### config.mk
export PLATFORM = sky130hd
export DESIGN_NAME = msgpack_object_decoder_core
export DESIGN_NICKNAME = d
export VERILOG_FILES = /design/src/hw/rtl/mpk_pkg.sv /design/src/hw/rtl/msgpack_object_decoder_core.sv /design/src/hw/rtl/mpk_step.sv
export SDC_FILE = /design/constraint.sdc
export NUM_CORES = 1
export LEC_CHECK = 0
export BUFFER_PORTS_ARGS = -buffer_cell sky130_fd_sc_hd__buf_2
export CAP_MARGIN = 5
export CORE_ASPECT_RATIO = 1.5
export CORE_MARGIN = 3
export CORE_UTILIZATION = 40
export CTS_CLUSTER_SIZE = 8
export DETAILED_ROUTE_END_ITERATION = 12
export GPL_ROUTABILITY_DRIVEN = 0
export REMOVE_ABC_BUFFERS = 1
export SYNTH_ARGS = -nofsm -noshare
export SYNTH_HDL_FRONTEND = slang
export SYNTH_SLANG_ARGS = --single-unit
### constraint.sdc
create_clock -name clk_i -period 7.4 [get_ports clk_i]
set_clock_uncertainty 0.1 [all_clocks]
set_input_delay 1.48 -clock clk_i [delete_from_list [all_inputs] [get_ports clk_i]]
set_output_delay 1.48 -clock clk_i [all_outputs]
set_load 0.005 [all_outputs]
### src/hw/rtl/mpk_pkg.sv
`default_nettype none

package mpk_pkg;

  // Result kinds.
  localparam logic [3:0] KIND_NIL     = 4'd0;
  localparam logic [3:0] KIND_BOOL    = 4'd1;
  localparam logic [3:0] KIND_INT     = 4'd2;
  localparam logic [3:0] KIND_F32     = 4'd3;
  localparam logic [3:0] KIND_F64     = 4'd4;
  localparam logic [3:0] KIND_STR     = 4'd5;
  localparam logic [3:0] KIND_BIN     = 4'd6;
  localparam logic [3:0] KIND_ARRAY   = 4'd7;
  localparam logic [3:0] KIND_MAP     = 4'd8;
  localparam logic [3:0] KIND_EXT     = 4'd9;
  localparam logic [3:0] KIND_PAYLOAD = 4'd10;

  // Error codes.
  localparam logic [1:0] ERR_NONE      = 2'd0;
  localparam logic [1:0] ERR_BAD_TAG   = 2'd1;
  localparam logic [1:0] ERR_RANGE     = 2'd2;
  localparam logic [1:0] ERR_TRUNCATED = 2'd3;

  // Parser phases.
  localparam logic [1:0] PH_IDLE    = 2'd0;
  localparam logic [1:0] PH_FIELD   = 2'd1;
  localparam logic [1:0] PH_EXTTYPE = 2'd2;
  localparam logic [1:0] PH_PAYLOAD = 2'd3;

  typedef struct packed {
    logic [1:0]  phase;
    logic [7:0]  held_tag;
    logic [3:0]  field_left;
    logic [63:0] acc;
    logic [31:0] payload_left;
  } state_t;

  typedef struct packed {
    logic [3:0]        kind;
    logic [63:0]       value;
    logic [31:0]       size;
    logic signed [7:0] ext_kind;
    logic [1:0]        error;
    logic              last;
  } result_t;

  // Object kind selected by a tag byte.
  function automatic logic [3:0] kind_of(input logic [7:0] t);
    logic [3:0] k;
    if (t <= 8'h7F || t >= 8'hE0) k = KIND_INT;
    else if (t <= 8'h8F) k = KIND_MAP;
    else if (t <= 8'h9F) k = KIND_ARRAY;
    else if (t <= 8'hBF) k = KIND_STR;
    else if (t == 8'hC0) k = KIND_NIL;
    else if (t == 8'hC2 || t == 8'hC3) k = KIND_BOOL;
    else if (t >= 8'hC4 && t <= 8'hC6) k = KIND_BIN;
    else if (t >= 8'hC7 && t <= 8'hC9) k = KIND_EXT;
    else if (t == 8'hCA) k = KIND_F32;
    else if (t == 8'hCB) k = KIND_F64;
    else if (t >= 8'hCC && t <= 8'hD3) k = KIND_INT;
    else if (t >= 8'hD4 && t <= 8'hD8) k = KIND_EXT;
    else if (t >= 8'hD9 && t <= 8'hDB) k = KIND_STR;
    else if (t == 8'hDC || t == 8'hDD) k = KIND_ARRAY;
    else k = KIND_MAP;
    return k;
  endfunction

endpackage

`default_nettype wire

### src/hw/rtl/msgpack_object_decoder_core.sv
`default_nettype none

// Channel  Direction  Handshake               Payload
// in       sink       in_valid_i / in_stall_o  data_byte_i, buffer_end_i
// out      source     out_valid_o / out_stall_i kind_o, value_o, size_o,
//                                              ext_kind_o, error_o, last_o
//
// One encoded byte is taken in every clock cycle unless the input stalls; the
// parser state registers close the only loop, so the sustained rate is one
// byte per cycle. Each result is registered in the cycle after its byte.
// Reset puts the parser in the idle phase awaiting a tag and empties the output.
// The input stalls only while a result sits in the output register and the
// downstream side is stalling it.

module msgpack_object_decoder_core (
  input  logic              clk_i,
  input  logic              rst_ni,
  input  logic              in_valid_i,
  output logic              in_stall_o,
  input  logic [7:0]        data_byte_i,
  input  logic              buffer_end_i,
  output logic              out_valid_o,
  input  logic              out_stall_i,
  output logic [3:0]        kind_o,
  output logic [63:0]       value_o,
  output logic [31:0]       size_o,
  output logic signed [7:0] ext_kind_o,
  output logic [1:0]        error_o,
  output logic              last_o
);
  import mpk_pkg::*;

  state_t  state_q, state_d;
  result_t res_d, res_q;
  logic    res_valid;
  logic    out_valid_q, out_valid_d;
  logic    in_accept;

  // A new request may enter whenever the output register is empty or is being
  // drained in this very cycle.
  assign in_stall_o = out_valid_q && out_stall_i;
  assign in_accept  = in_valid_i && !in_stall_o;

  mpk_step u_step (
    .cur_i        (state_q),
    .data_byte_i  (data_byte_i),
    .buffer_end_i (buffer_end_i),
    .nxt_o        (state_d),
    .res_valid_o  (res_valid),
    .res_o        (res_d)
  );

  // A byte that yields no result still drains a result that is being taken.
  assign out_valid_d = in_accept ? res_valid : (out_valid_q && out_stall_i);

  always_ff @(posedge clk_i or negedge rst_ni) begin
    if (!rst_ni) begin
      state_q     <= '0;
      out_valid_q <= 1'b0;
    end else begin
      out_valid_q <= out_valid_d;
      if (in_accept) begin
        state_q <= state_d;
      end
    end
  end

  // The result payload carries no reset; only the valid flag does.
  always_ff @(posedge clk_i) begin
    if (in_accept && res_valid) begin
      res_q <= res_d;
    end
  end

  assign out_valid_o = out_valid_q;
  assign kind_o      = res_q.kind;
  assign value_o     = res_q.value;
  assign size_o      = res_q.size;
  assign ext_kind_o  = res_q.ext_kind;
  assign error_o     = res_q.error;
  assign last_o      = res_q.last;

`ifndef SYNTHESIS
  a_idle_no_field : assert property (@(posedge clk_i) disable iff (!rst_ni)
    state_q.phase == PH_IDLE |-> state_q.field_left == 4'd0)
    else $error("idle phase with field bytes outstanding");

  a_field_count : assert property (@(posedge clk_i) disable iff (!rst_ni)
    state_q.phase == PH_FIELD |-> state_q.field_left != 4'd0)
    else $error("field phase with no bytes left");

  a_payload_count : assert property (@(posedge clk_i) disable iff (!rst_ni)
    state_q.phase == PH_PAYLOAD |-> state_q.payload_left != 32'd0)
    else $error("payload phase with nothing left");

  a_end_goes_idle : assert property (@(posedge clk_i) disable iff (!rst_ni)
    (in_accept && buffer_end_i) |=> state_q.phase == PH_IDLE)
    else $error("buffer end left an object open");

  a_error_is_last : assert property (@(posedge clk_i) disable iff (!rst_ni)
    (out_valid_q && res_q.error != ERR_NONE) |-> res_q.last)
    else $error("error result not marked last");
`endif

endmodule

`default_nettype wire

### src/hw/rtl/mpk_step.sv
`default_nettype none

// Next-state and result logic for one encoded byte.
module mpk_step (
  input  mpk_pkg::state_t  cur_i,
  input  logic [7:0]       data_byte_i,
  input  logic             buffer_end_i,
  output mpk_pkg::state_t  nxt_o,
  output logic             res_valid_o,
  output mpk_pkg::result_t res_o
);
  import mpk_pkg::*;

  logic [7:0]  b;
  logic [7:0]  ht;
  logic [3:0]  hk;
  logic [63:0] acc_sh;
  logic [3:0]  field_dec;
  logic [31:0] pl_dec;

  assign b         = data_byte_i;
  assign ht        = cur_i.held_tag;
  assign hk        = kind_of(cur_i.held_tag);
  assign acc_sh    = {cur_i.acc[55:0], b};
  assign field_dec = (cur_i.field_left != 4'd0) ? cur_i.field_left - 4'd1 : 4'd0;
  assign pl_dec    = (cur_i.payload_left != 32'd0) ? cur_i.payload_left - 32'd1 : 32'd0;

  always_comb begin
    nxt_o       = cur_i;
    res_valid_o = 1'b0;
    res_o       = '0;
    res_o.last  = 1'b1;

    unique case (cur_i.phase)
      PH_IDLE: begin
        nxt_o.held_tag = b;
        nxt_o.acc      = '0;
        if (b <= 8'h7F || b >= 8'hE0) begin
          res_valid_o = 1'b1;
          res_o.kind  = KIND_INT;
          res_o.value = {{56{b[7]}}, b};
        end else if (b <= 8'h8F) begin
          res_valid_o = 1'b1;
          res_o.kind  = KIND_MAP;
          res_o.size  = {28'd0, b[3:0]};
        end else if (b <= 8'h9F) begin
          res_valid_o = 1'b1;
          res_o.kind  = KIND_ARRAY;
          res_o.size  = {28'd0, b[3:0]};
        end else if (b <= 8'hBF) begin
          res_valid_o          = 1'b1;
          res_o.kind           = KIND_STR;
          res_o.size           = {27'd0, b[4:0]};
          res_o.last           = (b[4:0] == 5'd0);
          nxt_o.payload_left   = {27'd0, b[4:0]};
          nxt_o.phase          = (b[4:0] != 5'd0) ? PH_PAYLOAD : PH_IDLE;
        end else if (b == 8'hC0) begin
          res_valid_o = 1'b1;
          res_o.kind  = KIND_NIL;
        end else if (b == 8'hC1) begin
          res_valid_o = 1'b1;
          res_o.kind  = KIND_NIL;
          res_o.error = ERR_BAD_TAG;
        end else if (b == 8'hC2 || b == 8'hC3) begin
          res_valid_o = 1'b1;
          res_o.kind  = KIND_BOOL;
          res_o.value = {63'd0, b[0]};
        end else if (b <= 8'hC6) begin
          nxt_o.phase      = PH_FIELD;
          nxt_o.field_left = 4'd1 << 2'(b - 8'hC4);
        end else if (b <= 8'hC9) begin
          nxt_o.phase      = PH_FIELD;
          nxt_o.field_left = 4'd1 << 2'(b - 8'hC7);
        end else if (b == 8'hCA) begin
          nxt_o.phase      = PH_FIELD;
          nxt_o.field_left = 4'd4;
        end else if (b == 8'hCB) begin
          nxt_o.phase      = PH_FIELD;
          nxt_o.field_left = 4'd8;
        end else if (b <= 8'hD3) begin
          nxt_o.phase      = PH_FIELD;
          nxt_o.field_left = 4'd1 << b[1:0];
        end else if (b <= 8'hD8) begin
          // Fixed-length extension: size is known, so the type byte follows with no length field.
          nxt_o.phase        = PH_EXTTYPE;
          nxt_o.payload_left = 32'd1 << 3'(b - 8'hD4);
        end else if (b <= 8'hDB) begin
          nxt_o.phase      = PH_FIELD;
          nxt_o.field_left = 4'd1 << 2'(b - 8'hD9);
        end else begin
          nxt_o.phase      = PH_FIELD;
          nxt_o.field_left = 4'd2 << b[0];
        end
      end

      PH_FIELD: begin
        nxt_o.acc        = acc_sh;
        nxt_o.field_left = field_dec;
        if (field_dec == 4'd0) begin
          nxt_o.phase = PH_IDLE;
          if (hk == KIND_F32) begin
            res_valid_o = 1'b1;
            res_o.kind  = KIND_F32;
            res_o.value = {32'd0, acc_sh[31:0]};
          end else if (hk == KIND_F64) begin
            res_valid_o = 1'b1;
            res_o.kind  = KIND_F64;
            res_o.value = acc_sh;
          end else if (hk == KIND_INT) begin
            res_valid_o = 1'b1;
            res_o.kind  = KIND_INT;
            if (ht >= 8'hD0) begin
              unique case (ht[1:0])
                2'd0: res_o.value = {{56{acc_sh[7]}}, acc_sh[7:0]};
                2'd1: res_o.value = {{48{acc_sh[15]}}, acc_sh[15:0]};
                2'd2: res_o.value = {{32{acc_sh[31]}}, acc_sh[31:0]};
                2'd3: res_o.value = acc_sh;
              endcase
            end else if (ht == 8'hCF && acc_sh[63]) begin
              res_o.error = ERR_RANGE;
            end else begin
              res_o.value = acc_sh;
            end
          end else if (hk == KIND_STR || hk == KIND_BIN) begin
            res_valid_o        = 1'b1;
            res_o.kind         = hk;
            res_o.size         = acc_sh[31:0];
            res_o.last         = (acc_sh[31:0] == 32'd0);
            nxt_o.payload_left = acc_sh[31:0];
            nxt_o.phase        = (acc_sh[31:0] != 32'd0) ? PH_PAYLOAD : PH_IDLE;
          end else if (hk == KIND_EXT) begin
            nxt_o.payload_left = acc_sh[31:0];
            nxt_o.phase        = PH_EXTTYPE;
          end else begin
            res_valid_o = 1'b1;
            res_o.kind  = hk;
            res_o.size  = acc_sh[31:0];
          end
        end
      end

      PH_EXTTYPE: begin
        res_valid_o    = 1'b1;
        res_o.kind     = KIND_EXT;
        res_o.size     = cur_i.payload_left;
        res_o.ext_kind = b;
        res_o.last     = (cur_i.payload_left == 32'd0);
        nxt_o.phase    = (cur_i.payload_left != 32'd0) ? PH_PAYLOAD : PH_IDLE;
      end

      PH_PAYLOAD: begin
        res_valid_o        = 1'b1;
        res_o.kind         = KIND_PAYLOAD;
        res_o.value        = {56'd0, b};
        res_o.last         = (pl_dec == 32'd0);
        nxt_o.payload_left = pl_dec;
        nxt_o.phase        = (pl_dec != 32'd0) ? PH_PAYLOAD : PH_IDLE;
      end
    endcase

    // The buffer ran out with an object still open.
    if (buffer_end_i && nxt_o.phase != PH_IDLE) begin
      res_valid_o = 1'b1;
      res_o       = '0;
      res_o.error = ERR_TRUNCATED;
      res_o.last  = 1'b1;
      if (cur_i.phase == PH_PAYLOAD) begin
        res_o.kind  = KIND_PAYLOAD;
        res_o.value = {56'd0, b};
      end else begin
        res_o.kind = kind_of(nxt_o.held_tag);
      end
      nxt_o.phase        = PH_IDLE;
      nxt_o.field_left   = 4'd0;
      nxt_o.payload_left = 32'd0;
    end
  end

endmodule

`default_nettype wire
==> results of run 1 <==
==> cell type report <==
type                            instances  area (um^2)  area share
Timing Repair Buffer                  144          783      0.0594
Sequential cell                       214         5910       0.448
Clock inverter                          1         16.3     0.00123
Inverter                               19         71.3     0.00541
Multi-Input combinational cell        852         5120       0.389
Clock buffer                           54          841      0.0638
Tap cell                              346          433      0.0328
==> cells in the final DEF, fill, tap and decap left out, types with 25 or more instances in the layout <==
| master | synthesis | final |
|---|---|---|
| dfrtp_1 | 103 | 103 |
| o21ai_0 | 129 | 128 |
| nor2_1 | 107 | 104 |
| clkbuf_16 | 0 | 30 |
| nor3_1 | 25 | 25 |
| a22o_1 | 73 | 73 |
| nand2_1 | 106 | 105 |
| buf_2 | 7 | 124 |
| edfxtp_1 | 111 | 111 |
| a21oi_1 | 100 | 99 |
==> routing by layer <==
metal	vias up	wire length [um]
met1	4895	14700
li1	4644	-
met2	422	17300
met3	90	2390
met4	0	1680
met5	-	0
==> sequential cells by signal (all words and copies together) (netlist names) <==
register and flops:
state_q 102, size_o 32, error_o 2, value_o 64
ext_kind_o 8, last_o 1, out_valid_o 1, kind_o 4
==> per-stage QoR <==
step	setup TNS, ps	power [mW]	utilization
after floorplan	-158320	2.57	-
after global placement	0	3.14	0.438
after detailed placement	0	3.14	0.438
after CTS	0	4.42	0.468
after global routing	0	4.66	0.468
final	0	4.41	0.468
==> power by group through the flow <==
stage | sequential [mW] | clock (mW) | combinational, mW
global placement | 1.69 | 0 | 1.45
global route | 1.70 | 1.35 | 1.62
floorplan | 1.67 | 0 | 0.904
finish | 1.67 | 1.26 | 1.47
detailed placement | 1.69 | 0 | 1.46
CTS | 1.67 | 1.29 | 1.46
==> worst min path at each step <==
stage,startpoint,to,slack [ps]
floorplan,state_q[57]$_DFFE_PN0P_,state_q[57]$_DFFE_PN0P_,370
global placement,state_q[85]$_DFFE_PN0P_,state_q[85]$_DFFE_PN0P_,390
detailed placement,state_q[86]$_DFFE_PN0P_,state_q[86]$_DFFE_PN0P_,390
CTS,state_q[86]$_DFFE_PN0P_,state_q[86]$_DFFE_PN0P_,410
global route,state_q[85]$_DFFE_PN0P_,state_q[85]$_DFFE_PN0P_,430
finish,state_q[85]$_DFFE_PN0P_,state_q[85]$_DFFE_PN0P_,410
==> kinds of logic (layout without fill, tap and decap cells) <==
kind of cell / count (synthesis) / in the layout / synth area share
xor+xnor: 15 / 15 / 0.0114
fa+ha+maj: 1 / 1 / 0.00109
buf+inv: 119 / 218 / 0.0429
mux: 17 / 17 / 0.0150
flops: 214 / 214 / 0.514
simple gates: 386 / 386 / 0.168
compound gates: 433 / 433 / 0.247
==> results.md, run 1 <==
- H-tree levels: 1
- Layout cell share with drive strength beyond 1: 0.154
- Vias in the first global route: 9541
- Core area: 0.0282 mm^2
- Number of vias per cell: 6.17
- Overall Global Routing Usage: 0.232
- I/O Buffers: 125
- IO Pins: 126
- Vias: 10051
- Relative max-transition margin: 0.179
- Pwr per Cell Area: 334 mW/mm^2
- Switching Share: 0.388
- Worst setup path start: state_q[0]$_DFFE_PN0P_
- Dpl ws: 2350 ps
- # rows: 75
- Setup Crit Path Kind: reg2reg
- Number of fill cells in the layout: 2727
- Inst Count DP: 1575
- Status: completed
- Estimated wirelength of the detail-placed design: 24700 um
- Initial drt markers: 868
- Clock buffer depth: 3
- Synthesis-stage register bit count: 214
- Cell depth of the worst hold path: 1
- Max Cap Violations: 0
- Reg2reg end: size_o[28]$_SDFFCE_PN0P_
- Worst-Skew Late Latency: 560 ps
- Post-synth ARST share: 0.481
- Post-CTS resize count: 0
- Top FF cell, synth: edfxtp_1
- Top cells by area, synth: edfxtp_1 (29%), dfrtp_1 (22%), o21ai_0 (5.6%)
- Count leader, synth: o21ai_0
- Syn-to-layout area delta: 14.7%
- Worst-path cell chain: inv_1 -> ha_1 -> or4b_1 -> nor2_1 -> nand2_1 -> or4_1 -> and4_1 -> a31oi_1 -> a21o_1 -> o31ai_4 -> and3_1 -> nor2_4 -> buf_12
- Fin crit share: 0.648
- Clk slew on worst S/H paths: 50 ps
- Critical Path Sink Type: register
- Worst-path maximum fanout: 94
- Crit path max-delay family: simple AND/OR/NAND/NOR gates
- Final Hold Viols: 0
- Post-route ant nets: 0
- Root Driver: clkbuf_16
- Crit path to: size_o[28]$_SDFFCE_PN0P_
- Setup Buffers After CTS: 0
- Unrepaired setup endpoints after global routing: false
- Cell leakage power: 5.23 nW
- GRT met3 Usage: 0.0357
- Ant diodes: 0
- DR DRC count: 0
- Slew @ Worst Pin: 1220 ps
- Sequential cell area fraction in the yosys report: 0.514
- GRT overflow: 0
- Initial antenna violation count: 0
- Critical Path RT: 7490 ps
- Final #Nets: 1275
- 1st-pass router iterations: 5
- Seq pwr share: 0.380
- Mapped Cells: 1185
- CTS buffer count: 30
- Worst Reg2Reg Path Length in Cells: 13
- CP Launch Type: register
- Commonest cells post-synth: o21ai_0 (129), edfxtp_1 (111), nor2_1 (107)
- Die Area: 0.0308 mm^2
- Hold_buf cts: 0
- WP data arrival: 4890 ps
- CTS tree: built
- DR WL/cell: 22.1 um
- Syn. warnings: 0
- Clock power frac: 0.287
- Clock period minus worst slack: 4800 ps
- Post-layout instance area: 0.0132 mm^2
- Post-synth EDFFs: 111
- R2r setup slk: 2600 ps
- Hold slack: 409 ps
- Synth Cell Area: 0.0115 mm^2
- Max rail drop VDD: 169 uV
- Stages on worst setup path: 13
- Met2 Use GR: 0.380
- Largest net degree at the start of global routing: 95
- Die width: 144 um
- Reg2reg start: state_q[0]$_DFFE_PN0P_
- Setup-failing EPs final: 0
- Placed inst area: 0.0123 mm^2
- Met1 usage: 0.304
- Switching Power: 1.71 mW
- Unique masters post-synth: 80
- Synth area leader: edfxtp_1
- First-pass GRT wire length: 56400 um
- Synth top area share: 0.290
- Cell-internal power: 2.70 mW
- CTS sink cnt: 214
- CP Buf/Inv Count: 2
- Combinational share of power: 0.333
- Slowest CP cell: or4b_1
- HP Class: reg2reg
- Mean Syn Cell Area: 9.70 um^2
- Die Y: 214 um
- Final Non-Filler Cells: 1630
- Routed WL: 36000 um
- Initial Util: 0.408
- Peak Freq: 208 MHz
- Setup WS post-layout: 2600 ps
- CP peak stage delay: 610 ps
- Gr busiest metal: met2
- Pins over their slew limit: 0
(Power assumes the default switching activity.)
==> run 2: changes to the inputs <==
==> constraint.sdc (replaced) <==
create_clock -name clk_i -period 3.9 [get_ports clk_i]
set_clock_uncertainty 0.1 [all_clocks]
set_input_delay 0.78 -clock clk_i [delete_from_list [all_inputs] [get_ports clk_i]]
set_output_delay 0.78 -clock clk_i [all_outputs]
set_load 0.005 [all_outputs]
==> run 2 against run 1 <==
  * Combinational power rose by 120%
  * Die area did not move
  * Routed wire length rose by 4.4%
  * First-iteration DRC count fell by 4.4%
  * Critical path type unchanged
  * Highest routed layer unchanged
  * Flip-flop and latch count did not move
==> results.md, run 2 (same netlist as run 1, synthesis figures left out) <==
- Initial drt markers: 830 (-4.4%)
- Worst-Skew Late Latency: 560 ps (about the same)
- Switching Power: 3.31 mW (+93%)
- Hold_buf cts: 0 (unchanged)
- I/O Buffers: 125 (unchanged)
- Core area: 0.0282 mm^2 (unchanged)
- CP Launch Type: register
- Worst-path maximum fanout: 29 (-69%)
- Crit path max-delay family: simple AND/OR/NAND/NOR gates
- Slowest CP cell: or4_4
- Max Cap Violations: 0 (unchanged)
- Crit path top cell by count: buf_12
- Final Non-Filler Cells: 1716 (+5.3%)
- Slew @ Worst Pin: 769 ps (-455 ps)
- CTS buffer count: 30 (unchanged)
- Unrepaired setup endpoints after global routing: false
- Reg2reg end: value_o[30]$_SDFFCE_PN0P_
- # rows: 75 (unchanged)
- Setup Buffers After CTS: 0 (unchanged)
- Root Driver: clkbuf_16
- R2r setup slk: 120 ps (-2490 ps)
- Pwr per Cell Area: 627 mW/mm^2 (+88%)
- IO Pins: 126 (unchanged)
- CTS sink cnt: 214 (unchanged)
- Largest net degree at the start of global routing: 68 (-28%)
- GRT overflow: 0 (unchanged)
- Initial antenna violation count: 0 (unchanged)
- Vias in the first global route: 10050 (+5.3%)
- Pins over their slew limit: 0 (unchanged)
- Final #Nets: 1360 (+6.7%)
- Combinational share of power: 0.370 (+0.037)
- DR WL/cell: 21.9 um (-0.82%)
- Estimated wirelength of the detail-placed design: 26600 um (+7.7%)
- Post-route ant nets: 0 (unchanged)
- Final Util: 0.496 (+0.0282)
- Worst Reg2Reg Path Length in Cells: 12 (-1)
- Clock power frac: 0.276 (-0.011)
- Setup-failing EPs final: 0 (unchanged)
- First-pass GRT wire length: 58000 um (+2.8%)
- WP data arrival: 3980 ps (-910 ps)
- Final Hold Viols: 0 (unchanged)
- Inst Count DP: 1660 (+5.4%)
- Die Y: 214 um (unchanged)
- Biggest register: state_q
- DR DRC count: 0 (unchanged)
- Number of vias per cell: 6.05 (-1.8%)
- Fin crit share: 0.970 (+0.322)
- Final Power: 8.76 mW (+99%)
- Clock period minus worst slack: 3780 ps (-1010 ps)
- Routed WL: 37600 um (+4.4%)
- Sum of negative setup slack: 0 ps (unchanged)
- Status: completed
- Worst-path cell chain: or4_4 -> nor3_4 -> nand3_2 -> or3_4 -> a211oi_2 -> a31oi_1 -> a21o_1 -> o31ai_4 -> and3_4 -> nor2_4 -> buf_12 -> buf_12
- Die Area: 0.0308 mm^2 (unchanged)
- Critical Path RT: 4090 ps (-3400 ps)
- Max reg flops: 102 (unchanged)
- Seq pwr share: 0.354 (-0.026)
- Peak Freq: 264 MHz (+27%)
- CTS tree: built
- Commonest non-fill, non-tap cell in the layout: o21ai_0
- Syn-to-layout area delta: 21.6%
- Number of fill cells in the layout: 2614 (-4.1%)
- Layout cell share with drive strength beyond 1: 0.213 (+0.0589)
- Relative max-transition margin: 0.484 (+0.305)
- Cell leakage power: 5.69 nW (+8.8%)
- Switching Share: 0.377 (-0.0107)
- Overall Global Routing Usage: 0.240 (+0.00832)
- Clock buffer depth: 3 (unchanged)
- Clk slew on worst S/H paths: 50 ps (about the same)
- CP Buf/Inv Count: 2 (unchanged)
- Cell-internal power: 5.45 mW (+100%)
- HP Class: in2async
- Critical Path Sink Type: register
- Worst setup path start: state_q[5]$_DFFE_PN0P_
- Reg2reg start: state_q[5]$_DFFE_PN0P_
- Initial Util: 0.408 (unchanged)
- 1st-pass router iterations: 6 (+1)
- Commonest non-fill, non-tap cells in the layout: o21ai_0 (128), buf_2 (124), edfxtp_1 (111)
- Ant diodes: 0 (unchanged)
- Vias: 10388 (+3.4%)
- Max rail drop VDD: 311 uV (+84%)
- Setup Crit Path Kind: reg2reg
- CP peak stage delay: 580 ps (-30 ps)
- Die width: 144 um (unchanged)
- H-tree levels: 1 (unchanged)
==> run 2: metrics by stage <==
step | worst slack (ps) | hold WS (ps) | instance area [um^2]
2_1_floorplan | -4930 | 373 | 11100
3_3_place_gp | 151 | 388 | 13100
3_5_place_dp | 92.4 | 392 | 13100
4_1_cts | 34.5 | 215 | 13900
5_1_grt | 15.9 | 240 | 14000
6_report | 115 | 188 | 14000
==> run 2: worst max path at each step <==
stage	endpoint	cells after the start
CTS	value_o[33]$_SDFFCE_PN0P_	14
detailed placement	value_o[41]$_SDFFCE_PN0P_	14
floorplan	error_o[0]$_SDFFCE_PN1P_	9
global placement	value_o[33]$_SDFFCE_PN0P_	14
global route	value_o[27]$_SDFFCE_PN0P_	12
finish	value_o[30]$_SDFFCE_PN0P_	12
==> run 2: area by class of cell <==
| class | count | area (um^2) | area share |
|---|---|---|---|
| sequential | 214 | 5910 | 0.423 |
| timing repair buffer | 229 | 1520 | 0.109 |
| multi-input combinational | 852 | 5170 | 0.370 |
| inverter | 19 | 71.3 | 0.00510 |
| clock buffer | 56 | 870 | 0.0622 |
| tap | 346 | 433 | 0.0310 |
==> run 2: power by group through the flow <==
| stage | clock network, mW | registers, mW | logic, mW |
|---|---|---|---|
| after floorplan | 0 | 3.17 | 1.72 |
| after global placement | 0 | 3.13 | 3.15 |
| after detailed placement | 0 | 3.13 | 3.17 |
| after CTS | 2.46 | 3.09 | 3.18 |
| after global routing | 2.56 | 3.14 | 3.55 |
| final | 2.42 | 3.10 | 3.24 |
==> run 2: what timing repair did <==
item,4_1_cts,5_1_grt
endpoints found under the hold margin,0,0
endpoints found under the setup margin,0,149
resized for setup,0,9
==> run 2: per-layer routing <==
metal / vias to the layer above / track usage / part of all wire
met3: 119 / 0.0346 / 0.065
met4: 0 / 0.136 / 0.062
li1: 4820 / - / -
met5: - / 0 / 0
met2: 457 / 0.389 / 0.47
met1: 4992 / 0.307 / 0.40
